[config.mk]
export PLATFORM = sky130hd
export DESIGN_NAME = three_rotor_letter_cipher_unit
export DESIGN_NICKNAME = d
export VERILOG_FILES = /design/src/hdl/trlc_pkg.sv /design/src/hdl/trlc_front.sv /design/src/hdl/trlc_queue.sv /design/src/hdl/trlc_back.sv /design/src/hdl/three_rotor_letter_cipher_unit.sv
export SDC_FILE = /design/constraint.sdc
export NUM_CORES = 1
export LEC_CHECK = 0
export ABC_AREA = 0
export BUFFER_PORTS_ARGS = -buffer_cell sky130_fd_sc_hd__buf_4
export CAP_MARGIN = 20
export CORE_MARGIN = 2
export CORE_UTILIZATION = 41
export DETAILED_ROUTE_END_ITERATION = 8
export GPL_TIMING_DRIVEN = 1
export PLACE_DENSITY = 0.67
export SETUP_SLACK_MARGIN = 0.15
export SYNTH_ARGS = -nofsm -noshare
export SYNTH_HDL_FRONTEND = slang
export SYNTH_SLANG_ARGS = --single-unit
export TNS_END_PERCENT = 5
[constraint.sdc]
create_clock -name clk -period 12.59 [get_ports clk]
set_input_delay 1.259 -clock clk [delete_from_list [all_inputs] [get_ports clk]]
set_output_delay 1.259 -clock clk [all_outputs]
set_load 0.005 [all_outputs]
[src/hdl/trlc_pkg.sv]
// ----------------------------------------------------------------------------
// trlc_pkg
// Shared types, wiring tables and rotor helper functions for the three-rotor
// letter cipher.
// ----------------------------------------------------------------------------
package trlc_pkg;

    typedef logic [4:0] letter_t;

    localparam logic [5:0] NUM_LETTERS  = 6'd26;
    localparam letter_t    NOTCH_FAST   = 5'd16;   // Q
    localparam letter_t    NOTCH_MIDDLE = 5'd4;    // E

    localparam int QUEUE_DEPTH = 4;
    localparam int QUEUE_AW    = $clog2(QUEUE_DEPTH);
    localparam int QUEUE_CW    = $clog2(QUEUE_DEPTH + 1);

    // Configuration register indexes.
    typedef enum logic [1:0] {
        REG_START_FAST   = 2'd0,
        REG_START_MIDDLE = 2'd1,
        REG_START_SLOW   = 2'd2,
        REG_DECRYPT_MODE = 2'd3
    } reg_index_t;

    // Request kinds carried on s_tuser.
    typedef enum logic {
        REQ_LOAD   = 1'b0,
        REQ_LETTER = 1'b1
    } req_type_t;

    typedef enum logic [2:0] {
        W_I_FWD   = 3'd0,
        W_II_FWD  = 3'd1,
        W_III_FWD = 3'd2,
        W_I_INV   = 3'd3,
        W_II_INV  = 3'd4,
        W_III_INV = 3'd5
    } wiring_t;

    localparam letter_t WIRING [6][26] = '{
        '{5'd4,  5'd10, 5'd12, 5'd5,  5'd11, 5'd6,  5'd3,  5'd16, 5'd21, 5'd25,
          5'd13, 5'd19, 5'd14, 5'd22, 5'd24, 5'd7,  5'd23, 5'd20, 5'd18, 5'd15,
          5'd0,  5'd8,  5'd1,  5'd17, 5'd2,  5'd9},
        '{5'd0,  5'd9,  5'd3,  5'd10, 5'd18, 5'd8,  5'd17, 5'd20, 5'd23, 5'd1,
          5'd11, 5'd7,  5'd22, 5'd19, 5'd12, 5'd2,  5'd16, 5'd6,  5'd25, 5'd13,
          5'd15, 5'd24, 5'd5,  5'd21, 5'd14, 5'd4},
        '{5'd1,  5'd3,  5'd5,  5'd7,  5'd9,  5'd11, 5'd2,  5'd15, 5'd17, 5'd19,
          5'd23, 5'd21, 5'd25, 5'd13, 5'd24, 5'd4,  5'd8,  5'd22, 5'd6,  5'd0,
          5'd10, 5'd12, 5'd20, 5'd18, 5'd16, 5'd14},
        '{5'd20, 5'd22, 5'd24, 5'd6,  5'd0,  5'd3,  5'd5,  5'd15, 5'd21, 5'd25,
          5'd1,  5'd4,  5'd2,  5'd10, 5'd12, 5'd19, 5'd7,  5'd23, 5'd18, 5'd11,
          5'd17, 5'd8,  5'd13, 5'd16, 5'd14, 5'd9},
        '{5'd0,  5'd9,  5'd15, 5'd2,  5'd25, 5'd22, 5'd17, 5'd11, 5'd5,  5'd1,
          5'd3,  5'd10, 5'd14, 5'd19, 5'd24, 5'd20, 5'd16, 5'd6,  5'd4,  5'd13,
          5'd7,  5'd23, 5'd12, 5'd8,  5'd21, 5'd18},
        '{5'd19, 5'd0,  5'd6,  5'd1,  5'd15, 5'd2,  5'd18, 5'd3,  5'd16, 5'd4,
          5'd20, 5'd5,  5'd21, 5'd13, 5'd25, 5'd7,  5'd24, 5'd8,  5'd23, 5'd9,
          5'd22, 5'd11, 5'd17, 5'd10, 5'd14, 5'd12}
    };

    // One queue entry: letter plus the rotor positions after stepping.
    typedef struct packed {
        letter_t letter;
        letter_t fast_pos;
        letter_t middle_pos;
        letter_t slow_pos;
    } q_entry_t;

    typedef struct packed {
        logic     valid;
        q_entry_t entry;
    } q_push_t;

    typedef struct packed {
        logic [QUEUE_CW-1:0] count;
        logic                empty;
        logic                full;
    } q_status_t;

    // Reduce a 5-bit value modulo 26.
    function automatic letter_t wrap26(input letter_t v);
        letter_t r;
        if ({1'b0, v} >= NUM_LETTERS)
            r = v - NUM_LETTERS[4:0];
        else
            r = v;
        return r;
    endfunction

    // Advance a rotor position by one with wrap at 26.
    function automatic letter_t inc26(input letter_t v);
        return wrap26(v + 5'd1);
    endfunction

    // One rotor pass: shift in by pos, substitute, shift back out by pos.
    function automatic letter_t rotor_pass(input wiring_t w, input letter_t n,
                                           input letter_t pos);
        logic [5:0] idx;
        logic [5:0] diff;
        letter_t    sub;
        idx = {1'b0, n} + {1'b0, pos};
        if (idx >= NUM_LETTERS)
            idx = idx - NUM_LETTERS;
        sub  = WIRING[w][idx[4:0]];
        diff = {1'b0, sub} + NUM_LETTERS - {1'b0, pos};
        if (diff >= NUM_LETTERS)
            diff = diff - NUM_LETTERS;
        return diff[4:0];
    endfunction

endpackage

[src/hdl/trlc_front.sv]
// ----------------------------------------------------------------------------
// trlc_front
// Accepts requests, loads or steps the rotor positions, and queues letter
// transactions together with their stepped positions.
// ----------------------------------------------------------------------------
module trlc_front (
    input  logic                clk,
    input  logic                rst_n,
    input  logic                s_tvalid,
    output logic                s_tready,
    input  logic [7:0]          s_tdata,     // [4:0] letter_in, [7:5] zero
    input  logic [0:0]          s_tuser,     // [0] req_type
    input  trlc_pkg::letter_t   start_fast,
    input  trlc_pkg::letter_t   start_middle,
    input  trlc_pkg::letter_t   start_slow,
    input  trlc_pkg::q_status_t q_status,
    output trlc_pkg::q_push_t   q_push
);
    import trlc_pkg::*;

    letter_t fast_pos_reg,   fast_pos_next;
    letter_t middle_pos_reg, middle_pos_next;
    letter_t slow_pos_reg,   slow_pos_next;

    logic    accept;
    logic    carry_mid;
    logic    carry_slow;
    letter_t step_fast;
    letter_t step_middle;
    letter_t step_slow;

    assign s_tready = !q_status.full;
    assign accept   = s_tvalid && s_tready;

    // The notch test looks at the wired letter under the old position.
    always_comb
    begin
        carry_mid   = (WIRING[W_I_FWD][fast_pos_reg] == NOTCH_FAST);
        carry_slow  = carry_mid && (WIRING[W_II_FWD][middle_pos_reg] == NOTCH_MIDDLE);
        step_fast   = inc26(fast_pos_reg);
        step_middle = carry_mid  ? inc26(middle_pos_reg) : middle_pos_reg;
        step_slow   = carry_slow ? inc26(slow_pos_reg)   : slow_pos_reg;
    end

    always_comb
    begin
        fast_pos_next   = fast_pos_reg;
        middle_pos_next = middle_pos_reg;
        slow_pos_next   = slow_pos_reg;
        q_push.valid             = 1'b0;
        q_push.entry.letter      = wrap26(s_tdata[4:0]);
        q_push.entry.fast_pos    = step_fast;
        q_push.entry.middle_pos  = step_middle;
        q_push.entry.slow_pos    = step_slow;
        if (accept)
        begin
            unique case (req_type_t'(s_tuser[0]))
                REQ_LOAD:
                begin
                    fast_pos_next   = wrap26(start_fast);
                    middle_pos_next = wrap26(start_middle);
                    slow_pos_next   = wrap26(start_slow);
                end
                REQ_LETTER:
                begin
                    fast_pos_next   = step_fast;
                    middle_pos_next = step_middle;
                    slow_pos_next   = step_slow;
                    q_push.valid    = 1'b1;
                end
                default:
                begin
                    q_push.valid = 1'b0;
                end
            endcase
        end
    end

    always_ff @(posedge clk or negedge rst_n)
    begin
        if (!rst_n)
        begin
            fast_pos_reg   <= '0;
            middle_pos_reg <= '0;
            slow_pos_reg   <= '0;
        end
        else
        begin
            fast_pos_reg   <= fast_pos_next;
            middle_pos_reg <= middle_pos_next;
            slow_pos_reg   <= slow_pos_next;
        end
    end

endmodule

[src/hdl/trlc_queue.sv]
// ----------------------------------------------------------------------------
// trlc_queue
// Small FIFO that decouples the stepping front from the substitution back.
// ----------------------------------------------------------------------------
module trlc_queue (
    input  logic                clk,
    input  logic                rst_n,
    input  trlc_pkg::q_push_t   q_push,
    input  logic                pop,
    output trlc_pkg::q_entry_t  head,
    output trlc_pkg::q_status_t q_status
);
    import trlc_pkg::*;

    q_entry_t mem [QUEUE_DEPTH];

    logic [QUEUE_AW-1:0] wr_ptr_reg, wr_ptr_next;
    logic [QUEUE_AW-1:0] rd_ptr_reg, rd_ptr_next;
    logic [QUEUE_CW-1:0] count_reg,  count_next;
    logic                do_push;
    logic                do_pop;

    assign q_status.count = count_reg;
    assign q_status.empty = (count_reg == '0);
    assign q_status.full  = (count_reg == QUEUE_CW'(QUEUE_DEPTH));

    assign do_push = q_push.valid && !q_status.full;
    assign do_pop  = pop && !q_status.empty;
    assign head    = mem[rd_ptr_reg];

    always_comb
    begin
        wr_ptr_next = do_push ? wr_ptr_reg + 1'b1 : wr_ptr_reg;
        rd_ptr_next = do_pop  ? rd_ptr_reg + 1'b1 : rd_ptr_reg;
        count_next  = count_reg;
        if (do_push && !do_pop)
            count_next = count_reg + 1'b1;
        else if (do_pop && !do_push)
            count_next = count_reg - 1'b1;
    end

    always_ff @(posedge clk)
    begin
        if (do_push)
            mem[wr_ptr_reg] <= q_push.entry;
    end

    always_ff @(posedge clk or negedge rst_n)
    begin
        if (!rst_n)
        begin
            wr_ptr_reg <= '0;
            rd_ptr_reg <= '0;
            count_reg  <= '0;
        end
        else
        begin
            wr_ptr_reg <= wr_ptr_next;
            rd_ptr_reg <= rd_ptr_next;
            count_reg  <= count_next;
        end
    end

endmodule

[src/hdl/trlc_back.sv]
// ----------------------------------------------------------------------------
// trlc_back
// Runs queued letters through the three rotor passes in two pipeline stages
// and holds the result in an output register.
// ----------------------------------------------------------------------------
module trlc_back (
    input  logic                clk,
    input  logic                rst_n,
    input  logic                decrypt_mode,
    input  trlc_pkg::q_entry_t  head,
    input  trlc_pkg::q_status_t q_status,
    output logic                pop,
    output logic                m_tvalid,
    input  logic                m_tready,
    output logic [7:0]          m_tdata      // [4:0] letter_out, [7:5] zero
);
    import trlc_pkg::*;

    logic    a_valid_reg, a_valid_next;
    letter_t a_letter_reg;
    letter_t a_pos2_reg;
    letter_t a_pos3_reg;
    logic    a_decrypt_reg;

    logic    out_valid_reg, out_valid_next;
    letter_t out_letter_reg;

    logic    out_adv;
    logic    a_adv;
    letter_t pass1;
    letter_t pass2;
    letter_t pass3;

    assign out_adv = !out_valid_reg || m_tready;
    assign a_adv   = !a_valid_reg || out_adv;
    assign pop     = a_adv && !q_status.empty;

    // Encrypt runs fast, middle, slow; decrypt runs the inverses slow, middle, fast.
    always_comb
    begin
        pass1 = decrypt_mode ? rotor_pass(W_III_INV, head.letter, head.slow_pos)
                             : rotor_pass(W_I_FWD,   head.letter, head.fast_pos);
        pass2 = rotor_pass(a_decrypt_reg ? W_II_INV : W_II_FWD, a_letter_reg, a_pos2_reg);
        pass3 = rotor_pass(a_decrypt_reg ? W_I_INV : W_III_FWD, pass2, a_pos3_reg);
        a_valid_next   = a_adv   ? pop         : a_valid_reg;
        out_valid_next = out_adv ? a_valid_reg : out_valid_reg;
    end

    always_ff @(posedge clk)
    begin
        if (pop)
        begin
            a_letter_reg  <= pass1;
            a_pos2_reg    <= head.middle_pos;
            a_pos3_reg    <= decrypt_mode ? head.fast_pos : head.slow_pos;
            a_decrypt_reg <= decrypt_mode;
        end
        if (out_adv && a_valid_reg)
            out_letter_reg <= pass3;
    end

    always_ff @(posedge clk or negedge rst_n)
    begin
        if (!rst_n)
        begin
            a_valid_reg   <= 1'b0;
            out_valid_reg <= 1'b0;
        end
        else
        begin
            a_valid_reg   <= a_valid_next;
            out_valid_reg <= out_valid_next;
        end
    end

    assign m_tvalid = out_valid_reg;
    assign m_tdata  = {3'b000, out_letter_reg};

endmodule

[src/hdl/three_rotor_letter_cipher_unit.sv]
// A letter passes through the queue, the stage A registers and the output register to m_tdata.
// Throughput: one request per cycle while the queue is not full; s_tready drops when it is full.
// Load requests produce no output transaction.
// Reset (rst_n low, asynchronous) clears rotor positions, registers and the queue.
// ----------------------------------------------------------------------------
// three_rotor_letter_cipher_unit
// Three-rotor letter cipher: stepping front, queue, pipelined substitution
// back, and an APB-style register port.
// ----------------------------------------------------------------------------
module three_rotor_letter_cipher_unit (
    input  logic        clk,
    input  logic        rst_n,
    input  logic        psel,
    input  logic        penable,
    input  logic        pwrite,
    input  logic [3:0]  paddr,
    input  logic [31:0] pwdata,
    output logic [31:0] prdata,
    output logic        pready,
    input  logic        s_tvalid,
    output logic        s_tready,
    input  logic [7:0]  s_tdata,     // [4:0] letter_in, [7:5] zero
    input  logic [0:0]  s_tuser,     // [0] req_type
    output logic        m_tvalid,
    input  logic        m_tready,
    output logic [7:0]  m_tdata      // [4:0] letter_out, [7:5] zero
);
    import trlc_pkg::*;

    letter_t start_fast_reg;
    letter_t start_middle_reg;
    letter_t start_slow_reg;
    logic    decrypt_mode_reg;

    logic       cfg_write;
    reg_index_t cfg_index;

    q_push_t   q_push;
    q_status_t q_status;
    q_entry_t  head;
    logic      pop;

    assign pready    = 1'b1;
    assign cfg_index = reg_index_t'(paddr[3:2]);
    assign cfg_write = psel && penable && pwrite && pready;

    always_comb
    begin
        unique case (cfg_index)
            REG_START_FAST:   prdata = {27'd0, start_fast_reg};
            REG_START_MIDDLE: prdata = {27'd0, start_middle_reg};
            REG_START_SLOW:   prdata = {27'd0, start_slow_reg};
            REG_DECRYPT_MODE: prdata = {31'd0, decrypt_mode_reg};
            default:          prdata = '0;
        endcase
    end

    always_ff @(posedge clk or negedge rst_n)
    begin
        if (!rst_n)
        begin
            start_fast_reg   <= '0;
            start_middle_reg <= '0;
            start_slow_reg   <= '0;
            decrypt_mode_reg <= 1'b0;
        end
        else if (cfg_write)
        begin
            unique case (cfg_index)
                REG_START_FAST:   start_fast_reg   <= pwdata[4:0];
                REG_START_MIDDLE: start_middle_reg <= pwdata[4:0];
                REG_START_SLOW:   start_slow_reg   <= pwdata[4:0];
                REG_DECRYPT_MODE: decrypt_mode_reg <= pwdata[0];
                default:          decrypt_mode_reg <= decrypt_mode_reg;
            endcase
        end
    end

    trlc_front u_front (
        .clk          (clk),
        .rst_n        (rst_n),
        .s_tvalid     (s_tvalid),
        .s_tready     (s_tready),
        .s_tdata      (s_tdata),
        .s_tuser      (s_tuser),
        .start_fast   (start_fast_reg),
        .start_middle (start_middle_reg),
        .start_slow   (start_slow_reg),
        .q_status     (q_status),
        .q_push       (q_push)
    );

    trlc_queue u_queue (
        .clk      (clk),
        .rst_n    (rst_n),
        .q_push   (q_push),
        .pop      (pop),
        .head     (head),
        .q_status (q_status)
    );

    trlc_back u_back (
        .clk          (clk),
        .rst_n        (rst_n),
        .decrypt_mode (decrypt_mode_reg),
        .head         (head),
        .q_status     (q_status),
        .pop          (pop),
        .m_tvalid     (m_tvalid),
        .m_tready     (m_tready),
        .m_tdata      (m_tdata)
    );

`ifndef NO_ASSERTIONS
    // The queue never holds more entries than it has room for.
    a_queue_bound: assert property (@(posedge clk) disable iff (!rst_n)
        q_status.count <= QUEUE_CW'(QUEUE_DEPTH))
        else $error("queue count exceeds depth");

    // A load request adds nothing to the queue.
    a_load_no_push: assert property (@(posedge clk) disable iff (!rst_n)
        (s_tvalid && s_tready && s_tuser[0] == REQ_LOAD)
        |=> q_status.count <= $past(q_status.count))
        else $error("load transaction entered the queue");

    // An accepted letter is in the queue on the next cycle.
    a_letter_queued: assert property (@(posedge clk) disable iff (!rst_n)
        (s_tvalid && s_tready && s_tuser[0] == REQ_LETTER) |=> !q_status.empty)
        else $error("letter transaction was not queued");
`endif

endmodule
==> impl_metrics.yaml <==
worst_setup_path:
  worstSetupStartpointType: "flip-flop"
  path_buf_inv: 3
  crit_required_ps: 12760
  r2r_cells: 36
  rr_startpoint: "u_back.a_pos2_reg[0]"
  cpMostUsedCell: "a21oi_1"
  r2r_end: "u_back.out_letter_reg[3]"
  cp_top_family: "compound AO/OA/AOI/OAI gates"
  crit_path_start: "u_back.a_pos2_reg[0]"
  slowest_stage: "a21oi_1"
  slowest_delay_ps: 870
  worst_ep_arrival_time_ps: 10620
  cp-end-kind: "flip-flop"
  r2r_slack_ps: 2130
  crit_fanout: 22
  criticalPathCategory: "reg2reg"
clocking:
  htreeDepth: 4
  clock-root-buffer: "clkbuf_16"
  cts_made_buffers: 17
  clkLatencyLatePin_ps: 420
  cts_resized: 0
  post_cts_buffers: 0
  cts-hold-fix-buffers: 0
  clockBufferDepth: 2
  cts_tree: "yes"
  clock_sinks: 141
  cts.clk_slew.worst_paths_ps: 60
floorplanning:
  ios: 95
  initial_core_util: 0.417
  dieArea_sq_mm: 0.0287
  die_y_um: 169
  core_area_sq_mm: 0.0269
  rows: 60
  dieWidth_um: 169
final_layout:
  fin_util: 0.457
  syn2layout_area_growth_pct: 9.63
  num_antenna_cells: 0
  top_register: "u_queue.mem"
  largest_reg_flops: 80
  nets: 1319
  layout-drive-gt1-share: 0.124
synthesis:
  syn-cell-area_sq_mm: 0.0112
  synth-seq-cells: 141
  ys_warn_count: 0
  synth_seq_area_share: 0.360
  synth_edf_count: 101
  yosys-top-cells-area: "edfxtp_1 27%, ha_1 13%, dfrtp_1 8.9%, mux4_2 4.2%, a21oi_1 3.2%"
  synth_area_per_cell_sq_um: 9.97
  synthTopCellsByCount: "115 x ha_1, 101 x edfxtp_1, 94 x inv_1"
  async_flop_share: 0.284
  synthFlopType: "edfxtp_1"
  ys_types: 87
  syn_inst: 1123
  yosysTopAreaCell: "edfxtp_1"
  synth.most_common_cell: "ha_1"
  synth.top_cell.area_share: 0.271
run:
  cap_violations: 0
run_status:
  status: "complete, no violations"
timing:
  hold_viol: 0
  relSlewSlack: 0.272
  fin_tns_setup_ps: 0
  skew_ps: 11.8
  fin_crit_sh: 0.831
  fmax_mhz: 95.6
  min_period_ps: 10460
  worst_pin_slew_ps: 1090
  grt_setup_unrepaired: "no"
  setup_viol: 0
  final_max_slew_viol_count: 0
routing:
  dr.pass1.iters: 5
  via_per_inst: 5.51
  ant_nets: 0
  via_count: 8237
  avgRoutedWirePerCell_um: 15.1
  drt-initial-drc-count: 514
  drcViolationCount: 0
  wl_um: 22600
worst_hold_path:
  min_path_cells: 1
  hold_end: "u_queue.count_reg[2]"
  hold_class: "reg2reg"
  min_from: "u_queue.count_reg[2]"
place:
  hpwl_um: 16800
  globalplace.congestion: 0.858
  port_buffers: 31
global_route:
  grt_pass1_wl_um: 38000
  grt_pass1_vias: 7812
  antenna_found_initial: 0
  gr-total-overflow: 0
  grtUsageTotal: 0.161
  grt_max_degree: 41
==> worst max path at each step <==
stage / slack (ps) / endpoint / cells past startpoint
detailed placement: 2190 / u_back.out_letter_reg[3] / 36
finish: 2130 / u_back.out_letter_reg[3] / 36
global placement: 2430 / u_back.out_letter_reg[3] / 36
CTS: 2170 / u_back.out_letter_reg[3] / 36
global route: 1320 / u_back.out_letter_reg[3] / 41
floorplan: 3700 / u_back.out_letter_reg[3] / 42
==> worst register-to-register path: cells and delay by family, from the launching register on <==
family | cells | cell delay [ps]
xor+xnor | 3 | 440
simple gates | 6 | 1070
fa+ha+maj | 8 | 2850
mux | 2 | 830
flops | 1 | 430
buf+inv | 3 | 240
compound gates | 14 | 4340
==> cell families (layout without fill, tap and decap cells) <==
family | Yosys count | count (layout) | synth area share
flops | 141 | 141 | 0.360
xor+xnor | 54 | 54 | 0.0422
compound gates | 291 | 291 | 0.172
mux | 71 | 71 | 0.0902
fa+ha+maj | 124 | 124 | 0.145
other cells | 2 | 31 | 0.000671
simple gates | 278 | 278 | 0.122
buf+inv | 162 | 165 | 0.0688
==> cell usage in the layout (no fill, tap or decap), types with 10 or more instances in the layout <==
| master | netlist | routed |
|---|---|---|
| dfrtp_1 | 40 | 40 |
| a21oi_1 | 71 | 70 |
| clkbuf_16 | 0 | 17 |
| ha_1 | 115 | 115 |
| a21o_1 | 22 | 22 |
| nor3_1 | 27 | 27 |
| buf_4 | 32 | 35 |
| mux4_2 | 21 | 21 |
| mux2i_1 | 21 | 21 |
| nand2_1 | 78 | 78 |
| edfxtp_1 | 101 | 101 |
| xor2_1 | 20 | 20 |
| nor2_1 | 64 | 64 |
| inv_1 | 94 | 94 |
| and2_1 | 10 | 10 |
| o21ai_1 | 12 | 12 |
| mux2_2 | 28 | 28 |
| a211oi_1 | 23 | 23 |
| o21ai_0 | 66 | 66 |
| nand3_1 | 31 | 31 |
| xnor2_1 | 34 | 34 |
| conb_1 | 2 | 31 |
==> per-layer routing <==
layer	global-route usage	part of all wire	vias to the layer above
met1	0.211	0.46	3933
li1	-	-	4111
met3	0.0224	0.029	29
met5	0	0	-
met4	0.0502	0.016	0
met2	0.277	0.49	164
==> through the flow <==
step	area (sq um)	worst slack, ps	std cells	hold slack [ps]
after floorplan	11300	3700	1152	423
after global placement	11600	2430	1462	493
after detailed placement	11600	2190	1462	508
after CTS	12200	2170	1493	520
after global routing	12300	1320	1496	546
final	12300	2130	1496	514
==> layout make-up <==
class | instances | area (sq um)
clock buffer | 18 | 439
clock inverter | 13 | 164
fill | 2455 | 14600
inverter | 96 | 362
multi-input combinational | 849 | 6510
sequential | 141 | 4030
tap | 341 | 427
timing repair buffer | 38 | 345
Power is not shown: default switching activity piles up to over one toggle a cycle in this logic, so the estimate is an artifact.
